==> src/hdl/assert_macros.svh <==
// assertion macros shared by the checking code of the design
`ifndef ASSERT_MACROS_SVH
`define ASSERT_MACROS_SVH

// same-cycle implication, disabled while reset is asserted
`define AST_IMPLY(label, clk, rst_n, ante, cons) \
	label: assert property (@(posedge clk) disable iff (!(rst_n)) (ante) |-> (cons)) \
		else $error("assertion failed: same-cycle implication");

// next-cycle implication, disabled while reset is asserted
`define AST_NEXT(label, clk, rst_n, ante, cons) \
	label: assert property (@(posedge clk) disable iff (!(rst_n)) (ante) |=> (cons)) \
		else $error("assertion failed: next-cycle implication");

`endif

==> src/hdl/ptd_pkg.sv <==
// shared types and constants of the trial division primality tester
package ptd_pkg;

	// default width of the tested value
	localparam int DEFAULT_VALUE_WIDTH = 16;

	// first divisor tried, also the smallest prime
	localparam int SMALLEST_PRIME = 2;

	// sequencer states
	typedef enum logic [1:0] {
		ST_IDLE,
		ST_CHECK,
		ST_DIV,
		ST_FINISH
	} ptd_state_t;

	// control from sequencer to remainder unit
	typedef struct packed {
		logic start;
	} ptd_rem_ctrl_t;

	// status from remainder unit to sequencer
	typedef struct packed {
		logic busy;
		logic done;
	} ptd_rem_stat_t;

endpackage

==> src/hdl/ptd_cand_if.sv <==
// candidate channel: valid/ready handshake carrying the number to test
interface ptd_cand_if #(
	parameter int VALUE_WIDTH = 16
);
	logic                   valid;
	logic                   ready;
	logic [VALUE_WIDTH-1:0] candidate;

	modport source (output valid, output candidate, input ready);
	modport sink (input valid, input candidate, output ready);
endinterface

==> src/hdl/ptd_res_if.sv <==
// result channel: valid/ready handshake carrying the echoed value and the verdict
interface ptd_res_if #(
	parameter int VALUE_WIDTH = 16
);
	logic                   valid;
	logic                   ready;
	logic [VALUE_WIDTH-1:0] tested_value;
	logic                   is_prime;

	modport source (output valid, output tested_value, output is_prime, input ready);
	modport sink (input valid, input tested_value, input is_prime, output ready);
endinterface

==> src/hdl/prime_trial_division_test_top.sv <==
// 0 and 1 go from idle straight to finish, 2 and 3 finish at their first check; other
// candidates alternate check and divide for each divisor tried (2 up to floor(sqrt(n))),
// stopping at the first factor; one candidate at a time, paced by the one-bit-per-cycle
// remainder unit shared by all trial divisors
// reset: arst_n clears the sequencer, the remainder unit flags and the output valid
// a finished result waits in the output register while the next candidate is accepted
module prime_trial_division_test_top
	import ptd_pkg::*;
#(
	parameter int VALUE_WIDTH = DEFAULT_VALUE_WIDTH
) (
	input logic       clk,
	input logic       arst_n,
	ptd_cand_if.sink  cand_ch,
	ptd_res_if.source res_ch
);

	`include "assert_macros.svh"

	localparam int SW = VALUE_WIDTH + 2;
	localparam int FIRST_SQUARE = SMALLEST_PRIME * SMALLEST_PRIME;

	ptd_state_t             state_q;
	ptd_state_t             state_d;
	ptd_rem_ctrl_t          rem_ctrl;
	ptd_rem_stat_t          rem_stat;
	logic [VALUE_WIDTH-1:0] remainder;
	logic [VALUE_WIDTH-1:0] n_q;
	logic [VALUE_WIDTH-1:0] d_q;
	logic [SW-1:0]          sq_q;
	logic                   prime_q;
	logic                   out_valid_q;
	logic [VALUE_WIDTH-1:0] out_value_q;
	logic                   out_prime_q;
	logic                   cand_fire;
	logic                   cand_small;
	logic                   square_over;
	logic                   rem_zero;
	logic                   out_load;

	// shared remainder unit
	ptd_rem_unit #(
		.VALUE_WIDTH(VALUE_WIDTH)
	) u_rem (
		.clk      (clk),
		.arst_n   (arst_n),
		.ctrl     (rem_ctrl),
		.dividend (n_q),
		.divisor  (d_q),
		.stat     (rem_stat),
		.remainder(remainder)
	);

	// decision terms
	assign cand_fire   = cand_ch.valid && cand_ch.ready;
	assign cand_small  = cand_ch.candidate < VALUE_WIDTH'(SMALLEST_PRIME);
	assign square_over = sq_q > {2'b00, n_q};
	assign rem_zero    = remainder == '0;

	// next state
	always_comb begin
		state_d = state_q;
		case (state_q)
			ST_IDLE: begin
				if (cand_fire) state_d = cand_small ? ST_FINISH : ST_CHECK;
			end
			ST_CHECK: begin
				state_d = square_over ? ST_FINISH : ST_DIV;
			end
			ST_DIV: begin
				if (rem_stat.done) state_d = rem_zero ? ST_FINISH : ST_CHECK;
			end
			ST_FINISH: begin
				if (out_load) state_d = ST_IDLE;
			end
			default: state_d = ST_IDLE;
		endcase
	end

	// sequencer outputs
	always_comb begin
		cand_ch.ready  = 1'b0;
		rem_ctrl.start = 1'b0;
		out_load       = 1'b0;
		case (state_q)
			ST_IDLE:   cand_ch.ready = 1'b1;
			ST_CHECK:  rem_ctrl.start = !square_over;
			ST_DIV:    ;
			ST_FINISH: out_load = !out_valid_q || res_ch.ready;
			default:   ;
		endcase
	end

	// state register
	always_ff @(posedge clk or negedge arst_n) begin
		if (!arst_n) begin
			state_q <= ST_IDLE;
		end else begin
			state_q <= state_d;
		end
	end

	// candidate, trial divisor, its square and the verdict
	always_ff @(posedge clk) begin
		if (cand_fire) begin
			n_q     <= cand_ch.candidate;
			d_q     <= VALUE_WIDTH'(SMALLEST_PRIME);
			sq_q    <= SW'(FIRST_SQUARE);
			prime_q <= 1'b0;
		end else if (state_q == ST_CHECK && square_over) begin
			prime_q <= 1'b1;
		end else if (state_q == ST_DIV && rem_stat.done) begin
			if (rem_zero) begin
				prime_q <= 1'b0;
			end else begin
				// (d+1)^2 = d^2 + 2d + 1
				d_q  <= d_q + 1'b1;
				sq_q <= sq_q + {1'b0, d_q, 1'b1};
			end
		end
	end

	// output register valid
	always_ff @(posedge clk or negedge arst_n) begin
		if (!arst_n) begin
			out_valid_q <= 1'b0;
		end else if (out_load) begin
			out_valid_q <= 1'b1;
		end else if (res_ch.ready) begin
			out_valid_q <= 1'b0;
		end
	end

	// output register payload
	always_ff @(posedge clk) begin
		if (out_load) begin
			out_value_q <= n_q;
			out_prime_q <= prime_q;
		end
	end

	assign res_ch.valid        = out_valid_q;
	assign res_ch.tested_value = out_value_q;
	assign res_ch.is_prime     = out_prime_q;

	// checks
	`AST_IMPLY(a_ready_unit_idle, clk, arst_n, cand_ch.ready, !rem_stat.busy && !rem_stat.done)
	`AST_IMPLY(a_done_in_div, clk, arst_n, rem_stat.done, state_q == ST_DIV)
	`AST_NEXT(a_small_finishes, clk, arst_n, cand_fire && cand_small, state_q == ST_FINISH)
	`AST_IMPLY(a_prime_at_least_two, clk, arst_n, res_ch.valid && res_ch.is_prime,
		res_ch.tested_value >= VALUE_WIDTH'(SMALLEST_PRIME))

endmodule

==> src/hdl/ptd_rem_unit.sv <==
// shared remainder unit: restoring division, one quotient bit per cycle
module ptd_rem_unit
	import ptd_pkg::*;
#(
	parameter int VALUE_WIDTH = DEFAULT_VALUE_WIDTH
) (
	input  logic                   clk,
	input  logic                   arst_n,
	input  ptd_rem_ctrl_t          ctrl,
	input  logic [VALUE_WIDTH-1:0] dividend,
	input  logic [VALUE_WIDTH-1:0] divisor,
	output ptd_rem_stat_t          stat,
	output logic [VALUE_WIDTH-1:0] remainder
);

	localparam int CW = $clog2(VALUE_WIDTH);

	logic                   busy_q;
	logic                   done_q;
	logic [CW-1:0]          cnt_q;
	logic [VALUE_WIDTH-1:0] dvd_q;
	logic [VALUE_WIDTH-1:0] dvs_q;
	logic [VALUE_WIDTH-1:0] rem_q;
	logic [VALUE_WIDTH:0]   trial;
	logic [VALUE_WIDTH:0]   diff;
	logic [VALUE_WIDTH-1:0] rem_next;

	// shift in next dividend bit and subtract divisor when it fits
	always_comb begin
		trial    = {rem_q, dvd_q[VALUE_WIDTH-1]};
		diff     = trial - {1'b0, dvs_q};
		rem_next = diff[VALUE_WIDTH] ? trial[VALUE_WIDTH-1:0] : diff[VALUE_WIDTH-1:0];
	end

	// step counter and handshake flags
	always_ff @(posedge clk or negedge arst_n) begin
		if (!arst_n) begin
			busy_q <= 1'b0;
			done_q <= 1'b0;
			cnt_q  <= '0;
		end else begin
			done_q <= 1'b0;
			if (ctrl.start) begin
				busy_q <= 1'b1;
				cnt_q  <= CW'(VALUE_WIDTH - 1);
			end else if (busy_q) begin
				if (cnt_q == '0) begin
					busy_q <= 1'b0;
					done_q <= 1'b1;
				end else begin
					cnt_q <= cnt_q - 1'b1;
				end
			end
		end
	end

	// operand and partial remainder registers
	always_ff @(posedge clk) begin
		if (ctrl.start) begin
			dvd_q <= dividend;
			dvs_q <= divisor;
			rem_q <= '0;
		end else if (busy_q) begin
			dvd_q <= {dvd_q[VALUE_WIDTH-2:0], 1'b0};
			rem_q <= rem_next;
		end
	end

	assign stat.busy = busy_q;
	assign stat.done = done_q;
	assign remainder = rem_q;

endmodule

==> src/flat_wrapper.sv <==
// flat-port wrapper written by rule: the top's interface ports become plain ports
module prime_trial_division_test_top_flat import ptd_pkg::*;
#(
	parameter int VALUE_WIDTH = DEFAULT_VALUE_WIDTH
)
  (clk, arst_n, cand_ch_valid, cand_ch_candidate, cand_ch_ready, res_ch_valid, res_ch_tested_value, res_ch_is_prime, res_ch_ready);
  ptd_cand_if #(.VALUE_WIDTH(VALUE_WIDTH)) cand_ch_i ();
  ptd_res_if #(.VALUE_WIDTH(VALUE_WIDTH)) res_ch_i ();
  input logic clk;
  input logic arst_n;
  input wire logic [$bits(cand_ch_i.valid)-1:0] cand_ch_valid;
  input wire logic [$bits(cand_ch_i.candidate)-1:0] cand_ch_candidate;
  output wire logic [$bits(cand_ch_i.ready)-1:0] cand_ch_ready;
  output wire logic [$bits(res_ch_i.valid)-1:0] res_ch_valid;
  output wire logic [$bits(res_ch_i.tested_value)-1:0] res_ch_tested_value;
  output wire logic [$bits(res_ch_i.is_prime)-1:0] res_ch_is_prime;
  input wire logic [$bits(res_ch_i.ready)-1:0] res_ch_ready;
  assign cand_ch_i.valid = cand_ch_valid;
  assign cand_ch_i.candidate = cand_ch_candidate;
  assign cand_ch_ready = cand_ch_i.ready;
  assign res_ch_valid = res_ch_i.valid;
  assign res_ch_tested_value = res_ch_i.tested_value;
  assign res_ch_is_prime = res_ch_i.is_prime;
  assign res_ch_i.ready = res_ch_ready;
  prime_trial_division_test_top #(.VALUE_WIDTH(VALUE_WIDTH)) u_core (.clk(clk), .arst_n(arst_n), .cand_ch(cand_ch_i), .res_ch(res_ch_i));
endmodule
==> config.mk <==
export PLATFORM = sky130hd
export DESIGN_NAME = prime_trial_division_test_top_flat
export DESIGN_NICKNAME = d
export VERILOG_FILES = /design/src/hdl/ptd_pkg.sv /design/src/hdl/ptd_cand_if.sv /design/src/hdl/ptd_res_if.sv /design/src/hdl/prime_trial_division_test_top.sv /design/src/hdl/ptd_rem_unit.sv /design/src/flat_wrapper.sv
export VERILOG_INCLUDE_DIRS = /design/src /design/src/hdl
export SDC_FILE = /design/constraint.sdc
export NUM_CORES = 1
export LEC_CHECK = 0
export BUFFER_PORTS_ARGS = -buffer_cell sky130_fd_sc_hd__buf_2
export CAP_MARGIN = 20
export CORE_MARGIN = 3
export CORE_UTILIZATION = 60
export DETAILED_ROUTE_END_ITERATION = 16
export PLACE_DENSITY_LB_ADDON = 0.05
export SETUP_SLACK_MARGIN = 0.5
export SYNTH_ARGS = -nofsm -noshare
export SYNTH_HDL_FRONTEND = slang
export SYNTH_HIERARCHICAL = 1
export SYNTH_SLANG_ARGS = --single-unit
==> constraint.sdc <==
create_clock -name clk -period 6.1 [get_ports clk]
set_input_delay 0.305 -clock clk [delete_from_list [all_inputs] [get_ports clk]]
set_output_delay 0.305 -clock clk [all_outputs]
set_load 0.03 [all_outputs]
---- Word level (Yosys, flattened, before mapping) ----
Index checks and enable logic that the tools add are counted.
word-level totals
  flip-flop bits (word level) ............. 125
  output and inout bits ................... 19
  word-level logic and storage cells ...... 73
cells by class
  add/subtract/negate cells ............... 4
  magnitude comparators ................... 2
  equality and inequality tests ........... 7
  muxes and demuxes ....................... 27
  bitwise operators ....................... 2
  reductions and logical operators ........ 17
operators with widths
  kind                   number
  $mux 16                3
  $add 18x17->18         1
  $gt 18x16->1           1
  $sub 17x16->17         1
  $add 16x1->16 const B  1
  $logic_not 16->1       1
  $lt 16x2->1 const B    1
  $mux 1                 15
  $mux 4                 3
  $mux 2                 5
  $pmux 2 s4             1
  $reduce_bool 2->1      4
  $ne 2x1->1 const B     3
  $reduce_and 3->1       2
  $eq 2x2->1 const B     2
  $logic_not 4->1        1
  $reduce_and 2->1       2
  $sub 4x1->4 const B    1
  $logic_and 1x1->1      3
  $eq 2x1->1 const B     1
  $logic_not 1->1        2
  $logic_not 2->1        1
  $ne 2x2->1 const B     1
  $not 1->1              2
  $logic_or 1x1->1       1

---- Depth between registers and ports, before layout ----
  depth in word-level cells ............... 5
  mapped depth ............................ 12

---- By module ----
The synthesis kept the hierarchy.
by module, submodules not included
  module                         times used  cells each  area each (um^2)
  prime_trial_division_test_top  1           403         3953.8
  ptd_rem_unit                   1           275         2967.8

---- Worst setup path after synthesis ----
OpenSTA, ideal clock, no wires.
  path type ............................... reg2reg
  start ................................... register u_core.n_q[14]
  end ..................................... register u_core.u_rem.dvd_q[10], data pin
  arrival ................................. 3798 ps
  setup slack ............................. 2042 ps
  stages on the path, launching flop included .. 11
  buffers on the path ..................... 2
  cell sequence ........................... edfxtp_1 > inv_1 > ha_1 > nand4_1 > nor4_1 > and4_1 > a31oi_1 > nor3b_1 > clkbuf_1 > clkbuf_1 > mux2_2
on the way
  cells in the longest elaborated chain, start to end .. 4
ends and longest elaborated chain
  what                       line                                  RTL
  start: declaration         prime_trial_division_test_top.sv:28   logic [VALUE_WIDTH-1:0] n_q;
  start signal: assignment   prime_trial_division_test_top.sv:106  n_q <= cand_ch.candidate;
  $gt 18x16->1               prime_trial_division_test_top.sv:57   assign square_over = sq_q > {2'b00, n_q};
  $logic_not 1->1            prime_trial_division_test_top.sv:87   ST_CHECK: rem_ctrl.start = !square_over;
  $mux 1                     prime_trial_division_test_top.sv:85   case (state_q)
  named net u_core.rem_ctrl  prime_trial_division_test_top.sv:25   ptd_rem_ctrl_t rem_ctrl;
  $mux 16                    ptd_rem_unit.sv:59                    if (ctrl.start) begin
  end signal: assignment     ptd_rem_unit.sv:60                    dvd_q <= dividend;
  end signal: assignment     ptd_rem_unit.sv:64                    dvd_q <= {dvd_q[VALUE_WIDTH-2:0], 1'b0};
  end: declaration           ptd_rem_unit.sv:21                    logic [VALUE_WIDTH-1:0] dvd_q;
The timed path passes the listed nets, and every way through them passes these cells.
A chain may end at the register's enable or synchronous reset.

---- Worst setup path after layout ----
  start ................................... register u_core.n_q[14]
  end ..................................... register u_core.u_rem.rem_q[13], in the netlist u_core/u_rem/remainder[13]
on the way
  cells in the longest elaborated chain, start to end .. 3
ends and longest elaborated chain
  what                       line                                 RTL
  $gt 18x16->1               prime_trial_division_test_top.sv:57
  $logic_not 1->1            prime_trial_division_test_top.sv:87
  $mux 1                     prime_trial_division_test_top.sv:85
  named net u_core.rem_ctrl  prime_trial_division_test_top.sv:25
  end signal: assignment     ptd_rem_unit.sv:65                   rem_q <= rem_next;
  end: declaration           ptd_rem_unit.sv:23                   logic [VALUE_WIDTH-1:0] rem_q;
The timed path passes the listed nets, and every way through them passes these cells.

==> metrics.txt <==
unrepaired setup endpoints after global routing=false; initial antenna violation count=0; pin count of the biggest net entering global routing=54; # nets final=around 790; yosys synthesis warning count=6; grt total ovfl=0; hold violation count in the final report=0; GR met2 Demand/Resource=0.448; number of buffer cells added on primary ports=38; starting density of the core=0.627; final total power=between 3 and 4 mW; min cycle time layout=roughly 3.3 ns; Data required, critical path=6.40 ns; clock transition at the register clock pins on the worst setup and hold paths after CTS=0.06 ns; area of the die=approximately 0.013 mm^2; setup-violating endpoint count in the final report=0; final weighted congestion of routability-driven global placement=roughly 0.85; total of fill cells in the finished design=approximately 810; largest fanout of any net on the critical path=between 50 and 60; met1 Use GR=0.317; number of pins exceeding their max-slew limit in the final report=0; total detailed-routing wirelength=between 15000 and 20000 um; # placed instances=833; Detail Route Antenna Nets=0; status=completed; kind of capture point of the worst setup path=flop; count of vias placed by the detailed router=5215; most heavily used metal layer in global routing=met2; Min-Delay Startpoint=cand_ch_candidate[0]; Inserted Clock Buffers=17; overall track demand over capacity in global routing=0.261; post-detailed-route DRC marker count=0; worst clock skew=~0.011 ns; startpoint of the worst register-to-register path=u_core/n_q[14]; Vias/cell=6.02; Longest Clk Path Bufs=2; GR Layer Usage met3=0.0519; chip height=about 110 um; launching instance or port of the critical path=u_core/n_q[14]; Least-Margin Pin Slew=~0.94 ns; area of the mapped netlist=approximately 0.0069 mm^2; proportion of layout cells with a drive suffix above 1=0.157; setup TNS=0 ns; post-route worst hold slack=0.0641 ns; endpoint arrival time on the critical path=~3.6 ns; classification of the worst setup path=reg2reg; areal power density over the cells=500 mW/mm^2; global-route wire length before repair=26300 um; root buf cell=clkbuf_16; wire length per cell after detailed routing=around 18 um; CTS tree=done; area of combinational cells with multiple inputs=around 0.0034 mm^2; flip-flop and latch area=roughly 0.0032 mm^2; count of routing violations after the opening detailed-route iteration=between 300 and 400; count of antenna diodes in the layout=0; VDD IR max=0.390 mV; I/O pins=39; Final Non-Filler Cells=~870; number of iterations in the first detailed-routing pass=5; Tightest Hold Check Type=in2reg; static power due to leakage=roughly 3.2 nW; Tcrit/Tclk final=0.537; Cells after Synth=between 600 and 700; half-perimeter wire length of the detailed placement result=10700 um; H-Tree Level Count=4; TritonCTS Sinks=about 130; upper clock frequency limit=around 310 MHz; Gates resized, CTS repair=0; via count of the first global-routing pass=~5.4k; Cell Rows=38; DP Area=about 0.0072 mm^2; Worst-Skew Late Latency=0.42 ns; Startpoint Class=flop; CORE AREA=~0.011 mm^2; syn nets=roughly 750; Die Span X=roughly 110 um; Post-Synthesis Mean Instance Area=around 10 um^2; area growth from synthesis to final layout=12.3%; final cell area excluding filler cells=just under 0.008 mm^2; normalized max-slew margin=0.370; # Max-Cap Violations=0
## metrics by stage
stage               worst slack [ns]   util
global placement                3.03  0.651
detailed placement              2.90  0.651
floorplan                       2.04      -
global route                    2.55  0.704
finish                          2.82  0.704
CTS                             2.85  0.704
## layout make-up
cell class | instances | area share
Clock buffer | 20 | 0.0575
Clock inverter | 12 | 0.0160
Inverter | 46 | 0.0222
Multi-Input combinational cell | 480 | 0.440
Sequential cell | 125 | 0.412
Tap cell | 140 | 0.0226
Timing Repair Buffer | 43 | 0.0296
## registers in the layout, indices dropped and copies added (netlist names), 2 cells and up
signal / count
u_core/sq_q: 18
u_core/n_q: 16
u_core/res_ch.tested_value: 16
u_core/state_q: 2
u_core/u_rem/dvs_q: 16
u_core/d_q: 16
u_core/u_rem/remainder: 16
u_core/u_rem/cnt_q: 4
u_core/u_rem/dvd_q: 16
## per-layer routing
metal  up-vias  share of wire  routed length [um]
li1       2535              -                   -
met1      2493           0.42                6450
met2       154           0.51                7820
met3        33          0.050                 780
met4         0          0.027                 423
met5         -              0                   0
## final timing paths
| path | end | slack (ns) | cells after the start |
|---|---|---|---|
| setup / recovery | u_core/u_rem/remainder[13] | 2.82 | 12 |
| hold / removal | u_core/n_q[0] | 0.06 | 1 |
| setup reg to reg | u_core/u_rem/remainder[13] | 2.82 | 12 |
| hold reg to reg | u_core/res_ch.is_prime | 0.45 | 0 |
| max in group asynchronous | u_core/u_rem/cnt_q[0] | 5.63 | 2 |
| min in group asynchronous | u_core/state_q[1] | 0.28 | 2 |
## layout by cell type (no fill, tap or decap), types with 7 or more instances in the layout
cell type / count
nand2b_1: 12
nor3_1: 10
nand3_1: 19
xnor2_1: 23
inv_1: 45
xor2_1: 11
nor2b_1: 8
o21ai_0: 30
nor4_1: 9
buf_2: 38
a31oi_1: 8
o211ai_1: 7
nor2_1: 50
ha_1: 50
clkbuf_16: 17
a21oi_1: 37
o21a_1: 7
mux2_2: 16
dfxtp_1: 51
a211oi_1: 18
nand2_1: 59
edfxtp_1: 65
mux2i_1: 13
nand4_1: 13
dfrtp_1: 9
## power by group
| part | total, mW | internal (mW) | switching, mW |
|---|---|---|---|
| Clock | 0.973 | 0.608 | 0.365 |
| Combinational | 1.54 | 0.648 | 0.888 |
| Sequential | 1.37 | 1.19 | 0.186 |
| Total | 3.88 | 2.44 | 1.44 |
## worst max-delay path: stages (launching register included)
cell and delay (ns):
edfxtp_1 0.38, inv_1 0.06, ha_1 0.29, nand4_1 0.14, nor4_1 0.49, and4_1 0.27, a31oi_1 0.08, nor3b_2 0.21
buf_4 0.56, nor2b_1 0.25, nand2_1 0.12, o21ai_0 0.07, a31o_2 0.22
## repair_timing
action,4_1_cts,5_1_grt
setup endpoints to repair,0,0
endpoints found under the hold margin,9,0
setup buffers,0,0
hold buffers,1,0
No activity file was read; power rests on OpenSTA's default activity.
